`config.mk`:
```
export PLATFORM = sky130hd
export DESIGN_NAME = tar_div
export DESIGN_NICKNAME = d
export VERILOG_FILES = /design/src/hw/rtl/tar_pkg.sv /design/src/hw/rtl/tar_div.sv
export SDC_FILE = /design/constraint.sdc
export NUM_CORES = 1
export LEC_CHECK = 0
export BUFFER_PORTS_ARGS = -buffer_cell sky130_fd_sc_hd__buf_2
export CORE_AREA = 2 2 145 76
export CTS_CLUSTER_DIAMETER = 30
export CTS_CLUSTER_SIZE = 14
export DETAILED_ROUTE_END_ITERATION = 7
export DIE_AREA = 0 0 147 78
export HOLD_SLACK_MARGIN = 0.15
export PLACE_DENSITY = 0.69
export SYNTH_ARGS = -nofsm -noshare
export SYNTH_HDL_FRONTEND = slang
export SYNTH_SLANG_ARGS = --single-unit
```
`constraint.sdc`:
```
create_clock -name clk -period 2.9 [get_ports clk]
set_input_delay 0.29 -clock clk [delete_from_list [all_inputs] [get_ports clk]]
set_output_delay 0.29 -clock clk [all_outputs]
set_load 0.01 [all_outputs]
```
`src/hw/rtl/tar_pkg.sv`:
```
`timescale 1ns / 1ps
package tar_pkg;

  localparam int INNER_MAX = 1024;
  localparam int AXIS_MAX  = 4096;
  localparam int POS_W     = $clog2(INNER_MAX);
  localparam int ACC_W     = 48;
  localparam int DATA_W    = 32;
  localparam int ALEN_W    = 13;

  // mode codes
  localparam logic [2:0] MODE_SUM  = 3'd0;
  localparam logic [2:0] MODE_MEAN = 3'd1;
  localparam logic [2:0] MODE_MAX  = 3'd2;
  localparam logic [2:0] MODE_MIN  = 3'd3;
  localparam logic [2:0] MODE_PROD = 3'd4;
  localparam logic [2:0] MODE_SQ   = 3'd5;

  // register indexes
  localparam logic [1:0] CFG_MODE  = 2'd0;
  localparam logic [1:0] CFG_AXIS  = 2'd1;
  localparam logic [1:0] CFG_INNER = 2'd2;
  localparam logic [1:0] CFG_OUTER = 2'd3;

  localparam logic signed [ACC_W-1:0] ACC_HI = {1'b0, {(ACC_W-1){1'b1}}};
  localparam logic signed [ACC_W-1:0] ACC_LO = {1'b1, {(ACC_W-1){1'b0}}};

  typedef struct packed {
    logic             en;
    logic [POS_W-1:0] addr;
    logic [ACC_W-1:0] data;
  } acc_wr_t;

  typedef struct packed {
    logic              start;
    logic [ACC_W-1:0]  dividend;
    logic [ALEN_W-1:0] divisor;
  } div_req_t;

  function automatic logic signed [ACC_W-1:0] sat48(input logic signed [ACC_W:0] v);
    logic signed [ACC_W-1:0] r;
    if (v[ACC_W] != v[ACC_W-1]) begin
      r = v[ACC_W] ? ACC_LO : ACC_HI;
    end else begin
      r = v[ACC_W-1:0];
    end
    return r;
  endfunction

  function automatic logic [DATA_W-1:0] sat32(input logic signed [ACC_W:0] v);
    logic [DATA_W-1:0] r;
    if (v > 49'sd2147483647) begin
      r = 32'h7fff_ffff;
    end else if (v < -49'sd2147483648) begin
      r = 32'h8000_0000;
    end else begin
      r = v[DATA_W-1:0];
    end
    return r;
  endfunction

endpackage

```
`src/hw/rtl/tar_div.sv`:
```
`timescale 1ns / 1ps
module tar_div import tar_pkg::*; (
  input  logic             clk,
  input  logic             rst_n,
  input  div_req_t         req,
  output logic             done,
  output logic [ACC_W-1:0] quotient
);

  localparam int CNT_W = $clog2(ACC_W);

  logic              busy_r;
  logic              done_r;
  logic [CNT_W-1:0]  cnt_r;
  logic [ACC_W-1:0]  quo_r;
  logic [ALEN_W-1:0] rem_r;
  logic [ALEN_W-1:0] dvs_r;
  logic [ALEN_W:0]   rem_sh;
  logic              ge;

  // restoring division, one quotient bit per cycle
  assign rem_sh = {rem_r, quo_r[ACC_W-1]};
  assign ge     = rem_sh >= {1'b0, dvs_r};

  always_ff @(posedge clk) begin
    if (!rst_n) begin
      busy_r <= 1'b0;
      done_r <= 1'b0;
      cnt_r  <= '0;
    end else begin
      done_r <= 1'b0;
      if (req.start) begin
        busy_r <= 1'b1;
        cnt_r  <= '0;
      end else if (busy_r) begin
        cnt_r <= cnt_r + CNT_W'(1);
        if (cnt_r == CNT_W'(ACC_W - 1)) begin
          busy_r <= 1'b0;
          done_r <= 1'b1;
        end
      end
    end
  end

  always_ff @(posedge clk) begin
    if (req.start) begin
      quo_r <= req.dividend;
      rem_r <= '0;
      dvs_r <= req.divisor;
    end else if (busy_r) begin
      quo_r <= {quo_r[ACC_W-2:0], ge};
      rem_r <= ge ? ALEN_W'(rem_sh - {1'b0, dvs_r}) : rem_sh[ALEN_W-1:0];
    end
  end

  assign done     = done_r;
  assign quotient = quo_r;

endmodule
```
# After elaboration in Yosys (flattened, before gate mapping)

Cells that the tools add are included.

Equal/unequal tests: 1
Muxes and demuxes: 7
Reductions and logical operators: 3
$lt $le $gt $ge: 1
Bitwise operators: 2
Add/subtract/negate cells: 2

Operator list:

| kind                | count |
|---|---|
| $mux 48             | 2 |
| $ge 14x13->1        | 1 |
| $mux 13             | 1 |
| $sub 13x13->13      | 1 |
| $add 6x1->6 const B | 1 |
| $eq 6x6->1 const B  | 1 |
| $mux 1              | 4 |
| $reduce_or 3->1     | 1 |
| $not 1->1           | 2 |
| $reduce_bool 2->1   | 1 |
| $reduce_or 2->1     | 1 |

Output and inout port bits: 49
Bits in registers: 82

# Longest topological paths before layout

Gate-level depths: netlist (run 1).

Word-level depth: 4
Mapped depth: 11
Gate-level depth less buffers: 10

# Least setup slack after synthesis (run 1)

OpenSTA, ideal clock, no wires.

Kind: register to register
From: reg quo_r[47] (netlist: quotient[47])
To: reg quo_r[0] (netlist: quotient[0]) (data pin)
Arrival: 2296 ps
Required time: 2640 ps
Cell stages (with the launch flop): 11
Path buffers: 1
Path slack: 344 ps
Library setup time: 260 ps
Cells stage by stage: edfxtp_1 -> inv_1 -> ha_1 -> inv_1 -> fa_1 -> a21o_1 -> a221oi_2 -> a211o_1 -> nand2_2 -> buf_4 -> mux2_2

Cells in the longest elaborated chain, start to end: 3

Ends and longest elaborated chain:

| what                     | line          | RTL |
|---|---|---|
| start: declaration       | tar_div.sv:15 | `logic [ACC_W-1:0] quo_r;` |
| start signal: assignment | tar_div.sv:47 | `quo_r <= req.dividend;` |
| start signal: assignment | tar_div.sv:51 | `quo_r <= {quo_r[ACC_W-2:0], ge};` |
| $ge 14x13->1             | tar_div.sv:23 | `assign ge = rem_sh >= {1'b0, dvs_r};` |
| $mux 48                  | tar_div.sv:50 | `end else if (busy_r) begin` |
| $mux 48                  | tar_div.sv:46 | `if (req.start) begin` |

Every way passes these cells. The select of a mux whose other input is x is not followed.
A chain may end at the register's enable or synchronous reset.

# Worst setup path in the final report (run 1)

Same ends and word-level chain as after synthesis.

==> run summary, run 1 <==
The number of DRC violations after detailed routing came out at 0. The clock-pin slew of the registers on the worst-case setup and hold paths came out at 60 ps. Each instance of the synthesized netlist takes up on average 12.7 um2.

The number of hold buffers added after CTS was 13. At the pin with the least slew margin, the transition time is roughly 730 ps. The count of vias placed by the detailed router is 2865.

The remaining antenna violation count came out at 0. The global-route usage over all layers is 0.151. The clock root buffer is sky130_fd_sc_hd__clkbuf_16.

The total die area came out at 11500 um2. Using the TritonRoute via totals, the vias-per-cell ratio works out to between 4 and 5. The total power draw came out at 3.18 mW. The violation count after the first detailed-routing iteration is 145. The total clock buffers created by CTS is 9. The element type at the critical path start is a flip-flop.

The final critical-path required period is roughly 2600 ps. The number of filler instances in the final layout is 880. The instance count of the mapped netlist came out at 316. Setup repair after global routing left no endpoint under its margin. The number of warnings printed during yosys synthesis is 0.

TritonCTS built the clock tree. The number of nets in the layout came out at roughly 520. In this run the vertical extent of the chip is roughly 78 um. The H-tree was split into 3 levels.

The dominant register cell in the synthesized netlist is sky130_fd_sc_hd__edfxtp_1. The worst-skew pair later-pin latency came out at 330 ps. In this run, synthesis inferred 61 flip-flops with an integrated enable. For this run, the register share of the synthesized area comes to 0.559. In the final routed layout, each cell accounts on average for 14.4 um.

The worst setup path is of the flip-flop to flip-flop kind. The number of setup buffers added after CTS is 0. For this run the aggregate overflow at the end of global routing stands at 0. Based on the critical path, the design can be clocked at up to 379 MHz. The ratio of total power to cell area is 615 nW/um2. The number of distinct standard cells referenced by the synthesized netlist came out at 45. The setup violation total in the final timing report came out at 0.

The flow ran to the end, and the final reports show no timing, DRC or antenna violations. The final max-slew violation count was 0. The hold violation total from the final report came out at 0.

The core region is 10100 um2. The first detailed-routing pass ran for 4 iterations. For this block, the routed nets add up to 8.47 mm of wire.

The worst setup path is captured at a flip-flop. The total nets after synthesis came out at 395. The ratio of final minimum period to clock period is 0.909.

The repair_antennas step left the layout with diodes totalling 0. The initial utilization of the core area, before any placement, comes to 0.399. The area growth from synthesis to layout came out at 28.5%. The total standard cell area after synthesis is 4030 um2.

The global placement routability congestion is 0.840. The top-level I/O count is around 110. The half-perimeter wire length after placement came out at ~6 mm.

Row generation in the floorplan step produced 26 rows. The largest fanout on the critical path came out at 14. The sum of negative setup slack is 0 ps.

The number of antenna violations at the first check in global routing came out at 0. The number of violations of the max-capacitance limit is 0. The number of input and output port buffers inserted came out at 112. Entering global routing, the biggest net connects 60 pins. The clock passes through at most 2 buffers.

Of all flip-flops after synthesis, the portion carrying an async set or reset was 0. The setup clock skew after layout is 7.35 ps. The first global-routing pass estimated 13.6 mm of wire. The post-cts repair resize count came out at 0.

In this run the worst hold path is classified as primary input to flip-flop. The overall die width is 147 um. The static leakage is 2.14 nW.

The worst IR drop on VDD came out at 309 uV. The number of clock sinks is 82. The layout cell share with drive strength beyond 1 is 0.433. The data arrival time of the critical path came out at 2720 ps. The worst max-slew margin expressed relative to the limit came out at 0.516. The required time of the critical path is 2980 ps.

The number of global-route vias before repair is between 2000 and 3000. The synthesized flop and latch total is 82.
## cells by family after synthesis
| family | Yosys count | share of synthesized area |
|---|---|---|
| compound gates | 50 | 0.106 |
| xor+xnor | 11 | 0.0239 |
| fa+ha+maj | 15 | 0.0485 |
| buf+inv | 31 | 0.0317 |
| flops | 82 | 0.559 |
| mux | 51 | 0.142 |
| simple gates | 76 | 0.0889 |
## flip-flops by register name (all words and copies together) (netlist names)
name,count
dvs_r,13
rem_r,13
cnt_r,6
busy_r,1
quotient,48
done,1
## power by group
| part | switching [mW] | internal (mW) |
|---|---|---|
| logic | 0.321 | 0.283 |
| clock network | 0.454 | 0.672 |
| registers | 0.0596 | 1.39 |
## per-layer routing
metal	up-vias	share of wire	global-route usage	routed length (um)
li1	1433	-	-	-
met1	1354	0.44	0.179	3770
met2	56	0.50	0.260	4200
met3	22	0.038	0.0406	319
met4	0	0.021	0.0673	181
met5	-	0	0	0
## metrics by stage
stage	utilization	hold slack [ps]	area, um2	instances	setup WS (ps)
after floorplan	-	389	4030	316	344
after global placement	0.471	466	4750	559	362
after detailed placement	0.471	469	4750	559	310
after CTS	0.513	174	5180	588	269
after global routing	0.513	187	5180	588	83.2
final	0.513	186	5180	588	263
## placed cells by master, fill, tap and decap left out, types with 5 or more instances in the layout
master / count
sky130_fd_sc_hd__buf_2: 112
sky130_fd_sc_hd__edfxtp_1: 61
sky130_fd_sc_hd__mux2_2: 48
sky130_fd_sc_hd__nand2_1: 29
sky130_fd_sc_hd__dfxtp_1: 21
sky130_fd_sc_hd__nor2_1: 19
sky130_fd_sc_hd__inv_1: 17
sky130_fd_sc_hd__ha_1: 14
sky130_fd_sc_hd__dlygate4sd3_1: 13
sky130_fd_sc_hd__a21oi_1: 10
sky130_fd_sc_hd__a311oi_2: 10
sky130_fd_sc_hd__clkbuf_16: 9
sky130_fd_sc_hd__xor2_1: 7
sky130_fd_sc_hd__nand4_1: 5
sky130_fd_sc_hd__nor2b_1: 5
sky130_fd_sc_hd__o21ai_0: 5
## worst max-delay path: stages (launching register included)
cell,delay (ps)
sky130_fd_sc_hd__edfxtp_1,420
sky130_fd_sc_hd__inv_1,80
sky130_fd_sc_hd__ha_1,170
sky130_fd_sc_hd__inv_1,50
sky130_fd_sc_hd__fa_1,390
sky130_fd_sc_hd__a21o_1,230
sky130_fd_sc_hd__a221oi_2,350
sky130_fd_sc_hd__a211o_1,210
sky130_fd_sc_hd__nand2_2,180
sky130_fd_sc_hd__mux2_2,320
## worst paths after layout
kind	startpoint	to	slack, ps	cells past startpoint
hold / removal	rst_n	busy_r$_SDFF_PN0_	190	2
setup reg to reg	quotient[47]$_DFFE_PP_	quotient[0]$_DFFE_PP_	260	9
setup / recovery	quotient[47]$_DFFE_PP_	quotient[0]$_DFFE_PP_	260	9
hold reg to reg	cnt_r[5]$_SDFFE_PP0P_	cnt_r[5]$_SDFFE_PP0P_	490	2
## synthesized netlist by cell type, drive strengths merged (7+ instances only)
master / instances / area, um2
xor2: 7 / 61.3
dfxtp: 21 / 420
clkbuf: 11 / 41.3
nand2: 31 / 119
nor2: 19 / 71.3
mux2: 48 / 541
ha: 14 / 175
inv: 17 / 63.8
edfxtp: 61 / 1830
a311oi: 12 / 168
a21oi: 10 / 50.1
## layout make-up
cell class	instances	area, um2	share of cell area
well taps	140	175	0.0338
repair buffers	130	741	0.143
inverters	17	63.8	0.0123
clock inverters	5	62.6	0.0121
flip-flops and latches	82	2250	0.435
multi-input cells	203	1650	0.319
clock buffers	11	233	0.0449
Power figures use the tool's default switching activity.
==> inputs of run 2 (changes only) <==
Clock period 2.9 ns to 3.2 ns, I/O delays scaled along.
==> run summary, run 2 (synthesis results as in run 1) <==
The number of flip-flops in the largest register is 48 (unchanged). The highest achievable clock rate is 383 MHz (+0.90%). The largest fanout on the critical path is 14 (unchanged). The number of H-tree branching levels is 3 (unchanged). Walking the worst path, the cells encountered are inv_1 > ha_1 > inv_1 > fa_1 > a21o_1 > a221oi_2 > a211o_1 > nand2_2 > mux2_2. The ratio of final minimum period to clock period is 0.817 (-0.0926). Setup repair after global routing left no endpoint under its margin. The layout cell share with drive strength beyond 1 is 0.439 (+0.00560). The net switching share of the total power is 0.261 (-0.000993).

The remaining antenna violation count came to 0 (unchanged). The library cell used most frequently in the layout, excluding fill and tap cells, is sky130_fd_sc_hd__buf_2. The half-perimeter wire length after placement came out at 5.93 mm (-0.88%). The starting density of the core came out at 0.399 (unchanged). STA classifies the critical path startpoint as a flip-flop. The number of iterations in the first detailed-routing pass came out at 4 (unchanged). The maximum buffer depth of the clock tree came out at 2 (unchanged). The worst max-slew margin expressed relative to the limit came out at 0.513 (-0.00261). The required time of the critical path came to 3290 ps (+310 ps). The hold violation total from the final report is 0 (unchanged). The number of input and output port buffers inserted came to 112 (unchanged). The final max-slew violation count came out at 0 (unchanged). The global-route usage over all layers was 0.151 (about the same). The clock-pin slew of the registers on the worst-case setup and hold paths is 60 ps (about the same).

The delay contributed by the slowest stage of the critical path is 410 ps (about the same). The share of power burned in combinational logic came out at 0.189 (about the same). The ratio of total power to cell area came out at 561 nW/um2 (-8.7%).

The setup clock skew after layout came out at 4.68 ps (-2.67 ps). The final routed wire length divided by cell count is 14.3 um (-0.81%). The remaining global-route overflow is 0 (unchanged). The library cells used most frequently in the layout, excluding fill and tap cells, are 112 x sky130_fd_sc_hd__buf_2, 61 x sky130_fd_sc_hd__edfxtp_1, 48 x sky130_fd_sc_hd__mux2_2. The wire length reported by the detailed router came out at 8.29 mm (-2.2%). The height of the die is 78 um (unchanged). The worst-skew pair later-pin latency is 340 ps (about the same).

The number of DRC violations after detailed routing is 0 (unchanged). The cell repeated most along the worst path is sky130_fd_sc_hd__inv_1. The total die area is 11500 um2 (unchanged).

The number of global-route vias before repair is 2769 (-2.9%). The data arrival time of the critical path is 2700 ps (-20 ps). The number of clock sinks came out at 82 (unchanged).

The number of antenna repair diodes came out at 0 (unchanged). The number of nets in the layout is 514 (-1.5%). The total clock buffers created by CTS came out at 9 (unchanged). The clock network fraction of total power is 0.351 (-0.003).

The slew at the pin closest to its max-slew limit is 731 ps (+3.92 ps). The violation count after the first detailed-routing iteration came out at 239 (+65%). The total setup buffers inserted after CTS is 0 (unchanged). The buffer and inverter count on the worst path was 2 (unchanged).

Grouping stages by cell kind, the critical path spends the most delay in compound AO/OA/AOI/OAI gates. The min-delay analysis places its worst path in the category primary input to flip-flop. The number of antenna violations at the first check in global routing came out at 0 (unchanged). The count of vias placed by the detailed router is 2793 (-2.5%).

The via density per instance came out at 4.82 (-1.2%). The sum of negative setup slack came out at 0 ps (unchanged). The worst setup path is of the flip-flop to flip-flop kind.

The clock root buffer is sky130_fd_sc_hd__clkbuf_16. The area growth from synthesis to layout is 26.4%. The internal power component is 2.11 mW (-10%). The part of the power in registers was 0.460 (+0.004). The endpoint type of the worst setup path is a flip-flop. The first-pass GRT wire length is 13.6 mm (about the same). The top-level I/O count came out at 113 (unchanged). The worst-case hold slack came out at 162 ps (-24.6 ps).

The final critical-path required period came out at 2610 ps (-23.4 ps). The row count is 26 (unchanged). The overall die width came out at 147 um (unchanged). The power spent charging and discharging nets is 0.747 mW (-11%). TritonCTS built the clock tree. The largest net degree at the start of global routing came out at 60 (unchanged). The flow ran to the end, and the final reports show no timing, DRC or antenna violations. The global placement routability congestion is 0.841 (about the same). The setup violation total in the final timing report came to 0 (unchanged). The worst IR drop on VDD came out at 294 uV (-5.1%). Among all stages on the critical path, the largest delay is contributed by sky130_fd_sc_hd__edfxtp_1. The static leakage came out at 2.12 nW (-1.2%). The floorplan core area came out at 10100 um2 (unchanged). The number of violations of the max-capacitance limit came to 0 (unchanged).
## run 2: changes by cell type in the layout (fill, tap and decap cells not counted)
cell,delta
sky130_fd_sc_hd__clkinv_1,+1
sky130_fd_sc_hd__dlygate4sd3_1,-7
sky130_fd_sc_hd__buf_4,-1
sky130_fd_sc_hd__clkinv_2,+3
sky130_fd_sc_hd__clkinvlp_4,-2
sky130_fd_sc_hd__clkbuf_1,-1
sky130_fd_sc_hd__inv_6,-1
## run 2: worst register-to-register path: stages, from the launching register on
cell,delay [ps]
sky130_fd_sc_hd__edfxtp_1,410
sky130_fd_sc_hd__inv_1,80
sky130_fd_sc_hd__ha_1,160
sky130_fd_sc_hd__inv_1,50
sky130_fd_sc_hd__fa_1,390
sky130_fd_sc_hd__a21o_1,230
sky130_fd_sc_hd__a221oi_2,350
sky130_fd_sc_hd__a211o_1,220
sky130_fd_sc_hd__nand2_2,180
sky130_fd_sc_hd__mux2_2,310
## run 2: final timing paths
| path | slack [ps] | cells past startpoint | from | endpoint |
|---|---|---|---|---|
| worst max-delay path | 590 | 9 | quotient[47]$_DFFE_PP_ | quotient[0]$_DFFE_PP_ |
| worst min-delay path | 160 | 1 | req[7] | dvs_r[7]$_DFFE_PP_ |
| worst max register to register | 590 | 9 | quotient[47]$_DFFE_PP_ | quotient[0]$_DFFE_PP_ |
| worst min register to register | 490 | 2 | cnt_r[5]$_SDFFE_PP0P_ | cnt_r[5]$_SDFFE_PP0P_ |
## run 2: layout make-up
cell class	instances	area [um2]
fill	917	4990
sequential	82	2250
multi-input combinational	203	1650
timing repair buffer	122	663
clock buffer	10	229
tap	140	175
inverter	17	63.8
clock inverter	6	57.6
## run 2: layer usage
metal  vias up  global-route usage  wire, um
li1       1414                   -         -
met1      1323               0.179      3680
met2        50               0.268      4220
met3         6              0.0429       292
met4         0              0.0452        99
met5         -                   0         0
## run 2: per-stage QoR
stage / power, mW / area [um2] / util / cells / worst slack [ps]
after floorplan: 1.70 / 4030 / - / 316 / 644
after global placement: 1.87 / 4740 / 0.470 / 558 / 656
after detailed placement: 1.87 / 4740 / 0.470 / 558 / 605
after CTS: 2.89 / 5090 / 0.505 / 580 / 592
after global routing: 3.00 / 5090 / 0.505 / 580 / 393
final: 2.86 / 5090 / 0.505 / 580 / 586
## run 2: timing repair
item | in CTS | in global routing
hold buffers | 6 | 0
resized for setup | 0 | 0
setup endpoints to repair | 0 | 0
hold endpoints to repair | 6 | 0
## run 2: power groups by stage
stage	registers (mW)	logic (mW)	clock network (mW)
2_1_floorplan	1.36	0.336	0
4_1_cts	1.31	0.543	1.03
3_3_place_gp	1.33	0.532	0
3_5_place_dp	1.33	0.536	0
5_1_grt	1.33	0.600	1.08
6_report	1.31	0.539	1.00
